**src/rtl/core/imsu_pkg.sv**
```systemverilog
// package for the ising metropolis spin update block
// lattice geometry, register codes, shared types and the row decode
// no dependencies
`default_nettype none

package imsu_pkg;

   // lattice side length, rows and columns
   localparam int SIDE  = 64;
   localparam int SITES = SIDE * SIDE;
   localparam int ROW_W = (SIDE > 1) ? $clog2(SIDE) : 1;

   // field widths fixed by the interface
   localparam int SITE_W = 12;
   localparam int FRAC_W = 16;
   localparam int THR_W  = 17;
   localparam int MAG_W  = 14;

   // reciprocal of SIDE for the row decode, exact for every 12-bit site
   localparam int RECIP_SHIFT = 24;
   localparam longint RECIP   = (64'sd1 <<< RECIP_SHIFT) / SIDE + 1;
   localparam int PROD_W      = 40;

   // magnetization after a cold fill, low bits of +/- site count
   localparam logic [MAG_W-1:0] MAG_PLUS  = MAG_W'(SITES);
   localparam logic [MAG_W-1:0] MAG_MINUS = MAG_W'(-SITES);

   // register reset values
   localparam logic [THR_W-1:0] THR_RESET   = THR_W'(65536);
   localparam logic             START_RESET = 1'b1;

   typedef enum logic [1:0] {
      CSR_THR_FOUR   = 2'd0,
      CSR_THR_EIGHT  = 2'd1,
      CSR_START_SPIN = 2'd2
   } csr_index_type;

   typedef logic [ROW_W-1:0] row_idx_type;
   typedef logic [SIDE-1:0]  row_word_type;

   // one row write into the spin store
   typedef struct packed {
      logic         en;
      row_idx_type  row;
      row_word_type data;
   } mem_wr_type;

   // outcome of one spin update
   typedef struct packed {
      logic             flipped;
      logic             new_spin;
      logic [MAG_W-1:0] magnetization;
   } upd_type;

   // row of a site by reciprocal multiplication
   function automatic row_idx_type row_of(input logic [SITE_W-1:0] site);
      logic [PROD_W-1:0] prod;
      prod = PROD_W'(site) * PROD_W'(RECIP);
      return row_idx_type'(prod >> RECIP_SHIFT);
   endfunction

endpackage

`default_nettype wire

```
**src/rtl/core/imsu_row_mem.sv**
```systemverilog
// one copy of the spin store, one lattice row per entry
// one write port, one registered read port; uses imsu_pkg
`default_nettype none

module imsu_row_mem (
   input  wire                  clock,
   input  wire                  rd_en,
   input  imsu_pkg::row_idx_type rd_row,
   input  imsu_pkg::mem_wr_type  wr,
   output imsu_pkg::row_word_type rd_data
);
   import imsu_pkg::*;

   row_word_type mem [SIDE];
   row_word_type rd_data_ff;

   always_ff @(posedge clock) begin
      if (wr.en) begin
         mem[wr.row] <= wr.data;
      end
      if (rd_en) begin
         rd_data_ff <= mem[rd_row];
      end
   end

   assign rd_data = rd_data_ff;

endmodule

`default_nettype wire

```
**config.mk**
```make
export PLATFORM = sky130hd
export DESIGN_NAME = imsu_row_mem
export DESIGN_NICKNAME = d
export VERILOG_FILES = /design/src/rtl/core/imsu_pkg.sv /design/src/rtl/core/imsu_row_mem.sv
export SDC_FILE = /design/constraint.sdc
export NUM_CORES = 2
export LEC_CHECK = 0
export CORE_ASPECT_RATIO = 1.4
export CORE_MARGIN = 3
export CORE_UTILIZATION = 40
export DETAILED_ROUTE_END_ITERATION = 8
export DONT_BUFFER_PORTS = 1
export HOLD_SLACK_MARGIN = 0.05
export SYNTH_ARGS = -nofsm -noshare
export SYNTH_HDL_FRONTEND = slang
export SYNTH_SLANG_ARGS = --single-unit
```
**constraint.sdc**
```tcl
create_clock -name clock -period 15.5 [get_ports clock]
set_input_delay 0 -clock clock [delete_from_list [all_inputs] [get_ports clock]]
set_output_delay 0 -clock clock [all_outputs]
set_load 0.03 [all_outputs]
```
-- Word level (Yosys, flattened, before mapping)
Memory sizes are Yosys's and may differ from the RTL's. A register that Yosys moved wholly into a read port is not among the register bits.
Cells that the tools add are included.
- register bits after elaboration: 0
- memory bits (writable): 4096
- input bits: 79
- word-level logic and storage cells: 3
- memories: 1
- memories (memory ; depth ; width ; read ports ; clocked after Yosys merged registers in ; wr ports ; line ; source):
    mem ; 64 ; 64 ; 1 ; 1 ; 1 ; imsu_row_mem.sv:14 ; row_word_type mem [SIDE];
- mux-type cells: 2
- operators by type and width (operator ; number):
    $mux 1 ; 2

-- Longest topological paths before layout
- word-level depth: 2
- gate-level depth with buffers: 9
- mapped depth without buffers: 5

-- Worst setup path after synthesis
Ideal clock, no wire load.
- path type: input to register
- start point: input wr[67] in the netlist's numbering
- end point: memory mem[48][0] in the netlist's numbering (enable)
- arrival time: 4872 ps
- slack: 10064 ps
- stages: 4
- buffers on the path: 1
- path through: clkbuf_1 > nor2b_1 > nand4b_1 > nor3_1
- RTL lines (item ; line ; source):
    from (decl) ; imsu_row_mem.sv:9 ; input imsu_pkg::mem_wr_type wr,
    to (decl) ; imsu_row_mem.sv:14 ;
Straight into the memory's write port.

==> summary.txt <==
Placed design
  – Placed cell areas: 163800 um2
  – I/O Buffers: 0
  – RD Place Congestion: 0.7666
  – DP Wirelength: 226000 um

Setup path
  – Critical path launch point: rd_row[0]
  – Startpoint Class: primary input
  – Cell family with most CP delay: buffers and inverters
  – Worst setup EP type: flop
  – Register-to-Register Path Depth: 7
  – Number of cells on the critical path: 11
  – CP max-delay cell: buf_4
  – Most used cell, CP: buf_4
  – CP Class: primary input to flop
  – Reg-to-Reg Start: mem[27][12]
  – Critical path required time: 16.20 ns
  – Reg-to-Reg End: rd_data[12]
  – WP data arrival: 5.20 ns
  – Crit-path cells: buf_16, buf_4, buf_4, buf_4, buf_4, mux4_2, mux2i_1, o22ai_1, a41oi_1, a211oi_1, dlygate4sd3_1
  – Crit-path max FO: 49
  – Reg2Reg Setup Slack: 12.29 ns
  – Critical Path Max Stage Delay: 0.89 ns
  – Crit path to: rd_data[43]
  – Worst path bufs/invs: 6

Finish
  – Share of cells above drive strength 1: 26.62%
  – Post-layout nets: 7103
  – Area Growth Syn to Fin: 14.65%
  – Post-route design area: 180000 um2

Routing
  – WL per Instance: 35.53 um
  – Routed Antenna Nets: 0
  – DR DRC count: 0
  – Routed WL: 445500 um
  – Iter 0 DRT Violations: 9817
  – Vias after detailed routing: 75499
  – Detailed-route vias per instance: 6.020
  – First-pass DRT Iterations: 5

Die
  – Die extent in y: 747.3 um
  – Initial Utilization: 40.26%
  – Ports: 143
  – Cell row count: 271
  – Core ar.: 389900 um2
  – Die area: 400100 um2
  – Die X: 535.5 um

STA
  – Slew HR: -18.80%
  – Slew Viols, Final: 133
  – Final Hold Vio Count: 0
  – Final setup TNS: 0 ns
  – # setup viols final: 0
  – Post-route minimum period: 4.503 ns
  – Clk_skew: 0.08987 ns
  – Fmax achieved: 0.2221 GHz
  – Final Cycle Share: 29.05%
  – Worst Tran Pin Value: 1.782 ns
  – RSZ-0062 raised after global routing: false

Clocking
  – Worst-path clk slew: 0.06 ns
  – Postcts setup bufs: 0
  – H-tree Lvls: 5
  – Clock sinks: 4160
  – Total CTS buffers: 390
  – Clock Path Buffers: 4
  – Clock latency on the worst-skew pair: 0.98 ns
  – Root buffer cell: clkbuf_16
  – CTS tree: yes

Flow run
  – Max_cap viols: 0

Synthesis
  – Mapped Cells: 6598
  – Sequential area share after synthesis: 79.57%
  – Synthesized area: 157000 um2
  – Average size of a mapped cell: 23.79 um2
  – Post-synth EDFFs: 4160
  – Yosys cell types: 32
  – Count leader, synth: edfxtp_1
  – Flops & latches, synth: 4160
  – Post-synth ARST share: 0%
  – Top_reg_cell synth: edfxtp_1
  – Syn nets: 6677
  – Largest area contributor in the netlist: edfxtp_1
  – Synth cell count leaders: 4160 x edfxtp_1, 1024 x mux4_2, 170 x buf_2
  – Synth Warn #: 0
  – Synth top area share: 79.57%
  – Area contributors post-synth: edfxtp_1 80%, mux4_2 15%, mux2i_1 0.86%, a22oi_1 0.80%, buf_2 0.54%

Global route
  – Global route total overflow: 0
  – First-pass GRT wire length: 620200 um
  – Vias in the first global route: 77503
  – Largest net degree at the start of global routing: 871
  – All-layer global routing usage: 22.01%
  – Antenna violations before repair: 29

Power
  – Worst IR Drop VDD: 0.09628 mV
  – Final total power: 23.30 mW
  – Leak: 55.39 nW
  – Pwr dens: 129.5 nW/um2

Outcome
  – Failing checks: slew limit
  – Status: finished, violations left

Min path
  – Hold Crit Class: primary input to flop
repair_timing:
| action | CTS | global route |
|---|---|---|
| hold buffers | 210 | 1 |
| hold endpoints to repair | 4678 | 3 |
| gates resized for setup | 0 | 0 |
layout by cell type (no fill, tap or decap), types with 3 or more instances in the layout:
cell type	n
inv_1	19
buf_16	54
edfxtp_1	4160
nor2_1	47
a31oi_1	18
a22oi_1	168
clkinv_4	5
and3_1	64
inv_16	3
inv_6	7
mux4_2	1024
clkbuf_1	76
diode_2	22
buf_12	42
o221ai_1	38
clkinv_8	5
or2_2	28
nand3_1	45
a2bb2oi_1	19
or3_1	29
clkinv_2	59
clkinvlp_4	18
dlygate4sd3_1	127
a211oi_1	63
clkinv_16	7
clkbuf_16	393
buf_4	181
a22o_1	88
nand2_1	55
nand2b_1	9
clkinv_1	80
nor2b_1	24
nor2_4	65
o22ai_1	83
bufinv_16	47
mux2i_1	135
nor2b_4	3
a41oi_1	26
kinds of logic after synthesis:
family,Yosys count,synth area share (%)
AOI/OAI and AO/OA,504,2.467
and+or+nand+nor,386,1.235
muxes,1159,15.55
DFF,4160,79.57
buffers and inverters,389,1.176
worst min-delay path by stage:
stage / startpoint / endpoint / cells past startpoint
finish: wr[39] / mem[40][39] / 2
global route: wr[13] / mem[43][13] / 2
CTS: wr[52] / mem[32][52] / 2
detailed placement: wr[47] / mem[22][47] / 0
global placement: wr[47] / mem[22][47] / 0
floorplan: wr[0] / mem[0][0] / 0
metrics by stage:
step / setup slack [ns] / instances / hold WS, ns / utilization, %
3_5_place_dp: 10.29 / 11603 / 0.1018 / 42.00
5_1_grt: 10.56 / 12534 / 0.07038 / 46.15
6_report: 11.00 / 12541 / 0.09093 / 46.16
4_1_cts: 10.91 / 12513 / 0.05015 / 46.11
2_1_floorplan: 10.06 / 6598 / 0.09887 / -
3_3_place_gp: 10.37 / 11603 / 0.1028 / 42.00
where the power goes:
part,internal [mW],total (mW),switching (mW)
combinational,0.439,1.08,0.641
sequential,12.5,12.6,0.0861
clock,5.46,9.66,4.21
metal layers:
metal	GRT usage, %	part of all wire [%]	vias up
met3	3.887	8.4	775
met1	28.86	37	41523
met2	37.34	51	3799
li1	-	-	29396
met5	0	0.0054	-
met4	7.050	3.6	6
final cells by class:
type	count	area, um2
inverters	19	71.32
diodes	22	55.05
clock buffers	469	10120
repair buffers	404	4957
well taps	5187	6490
multi-input cells	2049	30780
flip-flops and latches	4160	124900
fillers	31913	209900
clock inverters	231	2599
sequential cells by signal (all words and copies together), names as in the netlist:
signal,cells
mem,4096
rd_data,64
Note: power is estimated with default switching activity, not from simulation.
