### config.mk
export PLATFORM = sky130hd
export DESIGN_NAME = imsu_update
export DESIGN_NICKNAME = d
export VERILOG_FILES = /design/src/rtl/core/imsu_pkg.sv /design/src/rtl/core/imsu_update.sv
export SDC_FILE = /design/constraint.sdc
export NUM_CORES = 1
export LEC_CHECK = 0
export ABC_AREA = 1
export CORE_AREA = 2 2 141 143
export DETAILED_ROUTE_END_ITERATION = 8
export DIE_AREA = 0 0 143 145
export DONT_BUFFER_PORTS = 1
export SYNTH_ARGS = -nofsm -noshare
export SYNTH_HDL_FRONTEND = slang
export SYNTH_SLANG_ARGS = --single-unit
### constraint.sdc
create_clock -name vclk -period 5.6
set_input_delay 0.56 -clock vclk [all_inputs]
set_output_delay 0.56 -clock vclk [all_outputs]
set_load 0.1 [all_outputs]
### src/rtl/core/imsu_pkg.sv
// package for the ising metropolis spin update block
// lattice geometry, register codes, shared types and the row decode
// no dependencies
`default_nettype none

package imsu_pkg;

   // lattice side length, rows and columns
   localparam int SIDE  = 64;
   localparam int SITES = SIDE * SIDE;
   localparam int ROW_W = (SIDE > 1) ? $clog2(SIDE) : 1;

   // field widths fixed by the interface
   localparam int SITE_W = 12;
   localparam int FRAC_W = 16;
   localparam int THR_W  = 17;
   localparam int MAG_W  = 14;

   // reciprocal of SIDE for the row decode, exact for every 12-bit site
   localparam int RECIP_SHIFT = 24;
   localparam longint RECIP   = (64'sd1 <<< RECIP_SHIFT) / SIDE + 1;
   localparam int PROD_W      = 40;

   // magnetization after a cold fill, low bits of +/- site count
   localparam logic [MAG_W-1:0] MAG_PLUS  = MAG_W'(SITES);
   localparam logic [MAG_W-1:0] MAG_MINUS = MAG_W'(-SITES);

   // register reset values
   localparam logic [THR_W-1:0] THR_RESET   = THR_W'(65536);
   localparam logic             START_RESET = 1'b1;

   typedef enum logic [1:0] {
      CSR_THR_FOUR   = 2'd0,
      CSR_THR_EIGHT  = 2'd1,
      CSR_START_SPIN = 2'd2
   } csr_index_type;

   typedef logic [ROW_W-1:0] row_idx_type;
   typedef logic [SIDE-1:0]  row_word_type;

   // one row write into the spin store
   typedef struct packed {
      logic         en;
      row_idx_type  row;
      row_word_type data;
   } mem_wr_type;

   // outcome of one spin update
   typedef struct packed {
      logic             flipped;
      logic             new_spin;
      logic [MAG_W-1:0] magnetization;
   } upd_type;

   // row of a site by reciprocal multiplication
   function automatic row_idx_type row_of(input logic [SITE_W-1:0] site);
      logic [PROD_W-1:0] prod;
      prod = PROD_W'(site) * PROD_W'(RECIP);
      return row_idx_type'(prod >> RECIP_SHIFT);
   endfunction

endpackage

`default_nettype wire

### src/rtl/core/imsu_update.sv
// metropolis decision for one site from its three lattice rows
// neighbour pick, energy class, threshold compare, row write-back; uses imsu_pkg
`default_nettype none

module imsu_update (
   input  wire [imsu_pkg::SITE_W-1:0] site,
   input  imsu_pkg::row_idx_type       row,
   input  wire                         in_range,
   input  wire [imsu_pkg::FRAC_W-1:0]  frac,
   input  imsu_pkg::row_word_type      up_word,
   input  imsu_pkg::row_word_type      cur_word,
   input  imsu_pkg::row_word_type      dn_word,
   input  wire [imsu_pkg::THR_W-1:0]   thr_four,
   input  wire [imsu_pkg::THR_W-1:0]   thr_eight,
   input  wire [imsu_pkg::MAG_W-1:0]   mag,
   input  wire                         fire,
   output imsu_pkg::upd_type           upd,
   output imsu_pkg::mem_wr_type        wr
);
   import imsu_pkg::*;

   localparam int BASE_W = 2 * ROW_W + 1;

   logic [BASE_W-1:0] base;
   row_idx_type       col;
   row_idx_type       col_l;
   row_idx_type       col_r;
   logic              spin;
   logic [3:0]        nbr;
   logic [2:0]        agree;
   logic              take;
   logic [THR_W-1:0]  frac_ext;

   // column is site minus row start
   assign base  = BASE_W'(row) * BASE_W'(SIDE);
   assign col   = row_idx_type'(BASE_W'(site) - base);
   assign col_l = (col == row_idx_type'(0)) ? row_idx_type'(SIDE - 1) : col - row_idx_type'(1);
   assign col_r = (col == row_idx_type'(SIDE - 1)) ? row_idx_type'(0) : col + row_idx_type'(1);

   assign spin = cur_word[col];
   assign nbr  = {cur_word[col_l], cur_word[col_r], up_word[col], dn_word[col]};

   // neighbours that share the spin: energy change is 4*agree - 8
   assign agree    = 3'($countones(~(nbr ^ {4{spin}})));
   assign frac_ext = THR_W'(frac);

   always_comb begin
      if (!in_range) begin
         take = 1'b0;
      end else if (agree <= 3'd2) begin
         take = 1'b1;
      end else if (agree == 3'd3) begin
         take = thr_four > frac_ext;
      end else begin
         take = thr_eight > frac_ext;
      end
   end

   always_comb begin
      upd.flipped  = take;
      upd.new_spin = in_range & (spin ^ take);
      if (!take) begin
         upd.magnetization = mag;
      end else if (spin) begin
         upd.magnetization = mag - MAG_W'(2);
      end else begin
         upd.magnetization = mag + MAG_W'(2);
      end
   end

   always_comb begin
      wr.en        = fire & take;
      wr.row       = row;
      wr.data      = cur_word;
      wr.data[col] = ~spin;
   end

endmodule

`default_nettype wire

# Word-level counts from Yosys, hierarchy flattened
# Index checks and enable logic that the tools add are counted.
# op_classes
n_reduce_logical	2
magnitude_cmp	7
bitwise	6
eq_ne	2
muxes	20
addsub	8
# op_table
operator	count
64-bit bitwise mux	1
17-bit by 16-bit > comparator with 1-bit output	2
1-bit binary-select mux with 6-bit select	5
14-bit two-way mux	2
6-bit by 7-bit < comparator with 1-bit output, second input constant	3
14-bit by 2-bit adder with 14-bit output, second input constant	1
14-bit by 2-bit subtractor with 14-bit output, second input constant	1
6-bit two-way mux	2
6-bit by 1-bit subtractor with 6-bit output, second input constant	2
1-bit two-way mux	9
6-bit by 1-bit adder with 6-bit output, second input constant	1
1-bit demux with 6-bit select	1
6-bit == test, second input constant	1
6-bit by 1-bit >= comparator with 1-bit output, second input constant	1
6-bit logical NOT	1
1-bit by 1-bit adder with 2-bit output	2
4-bit inverter	1
4-bit XOR	1
2-bit by 2-bit adder with 3-bit output	1
3-bit by 2-bit == test with 1-bit output, second input constant	1
3-bit by 2-bit <= comparator with 1-bit output, second input constant	1
1-bit AND	2
1-bit logical AND	1
1-bit inverter	1
1-bit XOR	1
# totals
word_cells	45
regBits	0
out_inout_bits	87
in_bits	276

# Logic depth before layout (Yosys ltp)
# logic_depth
ltp_word	15
ltp_mapped	30
depth_no_buf	27

# Worst setup path before layout
# OpenSTA, ideal clock, no wires.
# synth_timing
path_type	input to output
startpoint	input port site[0] in the netlist's numbering
endpoint	output port upd[2] in the netlist's numbering
arrival_ps	6431
required_time_ps	5040
path_buffers	5
path_slack_ps	-1391
path_stages	28
path_cell_list	inv_2 > buf_6 > buf_2 > buf_1 > ha_1 > nand3_1 > nand2_1 > buf_2 > nand2_1 > nand3_1 > nand3_1 > nand3_1 > nand3_1 > nand3_1 > nand2_1 > nand2_1 > nand2_1 > fa_1 > inv_1 > ha_1 > ha_1 > nand3b_1 > a41oi_1 > nand2_1 > nand3_1 > nand2_1 > clkbuf_1 > o21ai_0
# synth_rtl
item	line	source
from (decl)	imsu_update.sv:6	input wire [imsu_pkg::SITE_W-1:0] site,
to (decl)	imsu_update.sv:17	output imsu_pkg::upd_type upd,

==> results.py <==
metrics = {
    "cells_and_area": {
        "nClkBuffers": 0,
        "drive_gt1_frac": 0.190,
        "antenna_cells": 0,
        "final_nets": 1522,
        "seq_cell_count": 0,
        "syn2layout_area_growth_pct": 30.2,
        "final_area_mm2": 0.00744,
        "regArea_um2": 0,
    },
    "grt": {
        "antenna_found_initial": 0,
        "grtUsageTotal": 0.268,
        "grt_pass1_vias": 7552,
        "grt_first_pass_wirelength_um": 44400,
        "grt-ovfl-total": 0,
        "grt_start_max_net_pins": 61,
    },
    "die": {
        "ios": 363,
        "die-width_um": 143,
        "dieArea_mm2": 0.0207,
        "die_h_um": 145,
        "std_cell_rows": 51,
        "start_util": 0.298,
        "coreArea_mm2": 0.0192,
    },
    "synth": {
        "syn-cell-area_mm2": 0.00572,
        "yosys_warnings": 0,
        "synth_cell_type_count": 34,
        "synthAdderAreaFrac": 0.112,
        "synth.area.top_cells": "nand2_1 25%, nand3_1 18%, ha_1 11%",
        "ys_seq_area_frac": 0,
        "synth_largest_area_cell": "nand2_1",
        "syn_area_per_cell_um2": 4.98,
        "synth.top_cell.area_share": 0.251,
        "syn_nets": 1475,
        "yosys.cell_count.top_type": "nand2_1",
        "synth_compound_area_frac": 0.221,
        "synth_mux_area_frac": 0,
        "synth_top_family_by_area": "simple AND/OR/NAND/NOR gates",
        "synth_common_cells": "383 x nand2_1, 206 x nand3_1, 94 x a21oi_1",
        "synthSimpleGateAreaFrac": 0.524,
        "synth-xor-area-share": 0.0230,
        "syn_inst": 1149,
    },
    "sta": {
        "setup_ws_ps": 405,
        "whs_ps": 1120,
        "fmax_mhz": 193,
        "tns_ps": 0,
        "maxSlewViolCount": 0,
        "finalSetupViolations": 0,
        "finalCritPeriodShare": 0.928,
        "hold_viol": 0,
        "max_slew_margin": 0.556,
        "worst_slew_pin_slew_ps": 663,
        "fin_crit_ps": 5190,
        "rsz0062_at_grt": "no",
    },
    "power": {
        "combPwrFrac": 1.000,
        "power_density_mw_per_mm2": 245,
        "peakVddDrop_uv": 238,
        "pwr-share-seq": 0,
        "p_int_uw": 569,
        "clkPwrFrac": 0,
        "p_sw_mw": 1.26,
        "power_leakage_nw": 3.46,
        "switching_share": 0.688,
    },
    "routing": {
        "dr.pass1.iters": 6,
        "drtIter0Drc": 1131,
        "routed_wl_um": 29400,
        "routed_via_density": 5.76,
        "num_vias": 8398,
        "ant_nets": 0,
        "route.detailed.drc": 0,
        "wl_per_cell_um": 20.2,
    },
    "cts": {
        "postCtsHoldBufs": 0,
    },
    "place": {
        "dp.final_hpwl_um": 23400,
        "gp_congestion": 0.995,
        "numPortBuffers": 0,
        "placed_cell_area_mm2": 0.00735,
        "place_ws_ps": 92.4,
    },
    "outcome": {
        "status": "finished clean",
    },
    "critical_path": {
        "worstPathArrival_ps": 4630,
        "endpoint_kind": "output pin",
        "critPathKind": "in -> out",
        "critical_path.slowest_cell": "fa_1",
        "critPathMostFrequentCell": "nand2_1",
        "slowest_delay_ps": 480,
        "cp.required_ps": 5040,
        "crit_path_max_fanout": 60,
        "crit_path_start_kind": "primary input",
    },
    "run": {
        "maxCapViolations": 0,
    },
    "min_path": {
        "min_path_type": "in -> out",
    },
}
[per-stage QoR]
| stage | utilization | instances | total power, mW |
|---|---|---|---|
| floorplan | - | 1149 | 1.33 |
| global placement | 0.383 | 1454 | 1.80 |
| detailed placement | 0.383 | 1454 | 1.81 |
| CTS | 0.383 | 1454 | 1.82 |
| global route | 0.388 | 1459 | 1.94 |
| finish | 0.388 | 1459 | 1.83 |
[layer usage]
metal | vias up | wire length (um) | track usage
li1 | 4015 | - | -
met1 | 3774 | 12500 | 0.390
met2 | 560 | 12500 | 0.394
met3 | 49 | 3670 | 0.0637
met4 | 0 | 733 | 0.0624
met5 | - | 0 | 0
[logic make-up (layout without fill, tap and decap cells)]
group | Yosys count | count (layout)
AND/OR/NAND/NOR | 698 | 699
XOR/XNOR | 15 | 15
adder cells (fa/ha/maj) | 50 | 50
buffers and inverters | 161 | 205
AO/OA/AOI/OAI | 225 | 225
[power by group through the flow]
stage	Clock [mW]	Sequential [mW]	Combinational, mW
CTS	0	0	1.82
detailed placement	0	0	1.81
global placement	0	0	1.80
floorplan	0	0	1.33
global route	0	0	1.94
finish	0	0	1.83
[layout make-up]
class	instances	area [um^2]
inverters	77	295
well taps	265	332
repair buffers	128	1200
fillers	2101	11800
multi-input cells	989	5620
[cell usage in the layout (no fill, tap or decap), drive strengths merged, types with 23 or more instances in the layout]
master and count:
nand4 23, inv 76, nor2 71, a21oi 94, nand3 207, o21ai 50
buf 128, ha 48, a31oi 58, nand2 385
[final timing paths]
| path | to | slack (ps) | depth (start not counted) | from |
|---|---|---|---|---|
| worst max-delay path | upd[10] | 410 | 26 | site[0] |
| worst min-delay path | wr[64] | 1120 | 0 | row[0] |
[critical path: cells and delay by family]
family          cells  cell delay, ps
buf+inv             5             840
simple gates       15            1570
compound gates      2             380
fa+ha+maj           4            1240
[what timing repair did]
action	CTS	global route
setup endpoints to repair	0	15
gates resized for setup	0	16
buffers inserted	0	4
Power figures use the tool's default switching activity.
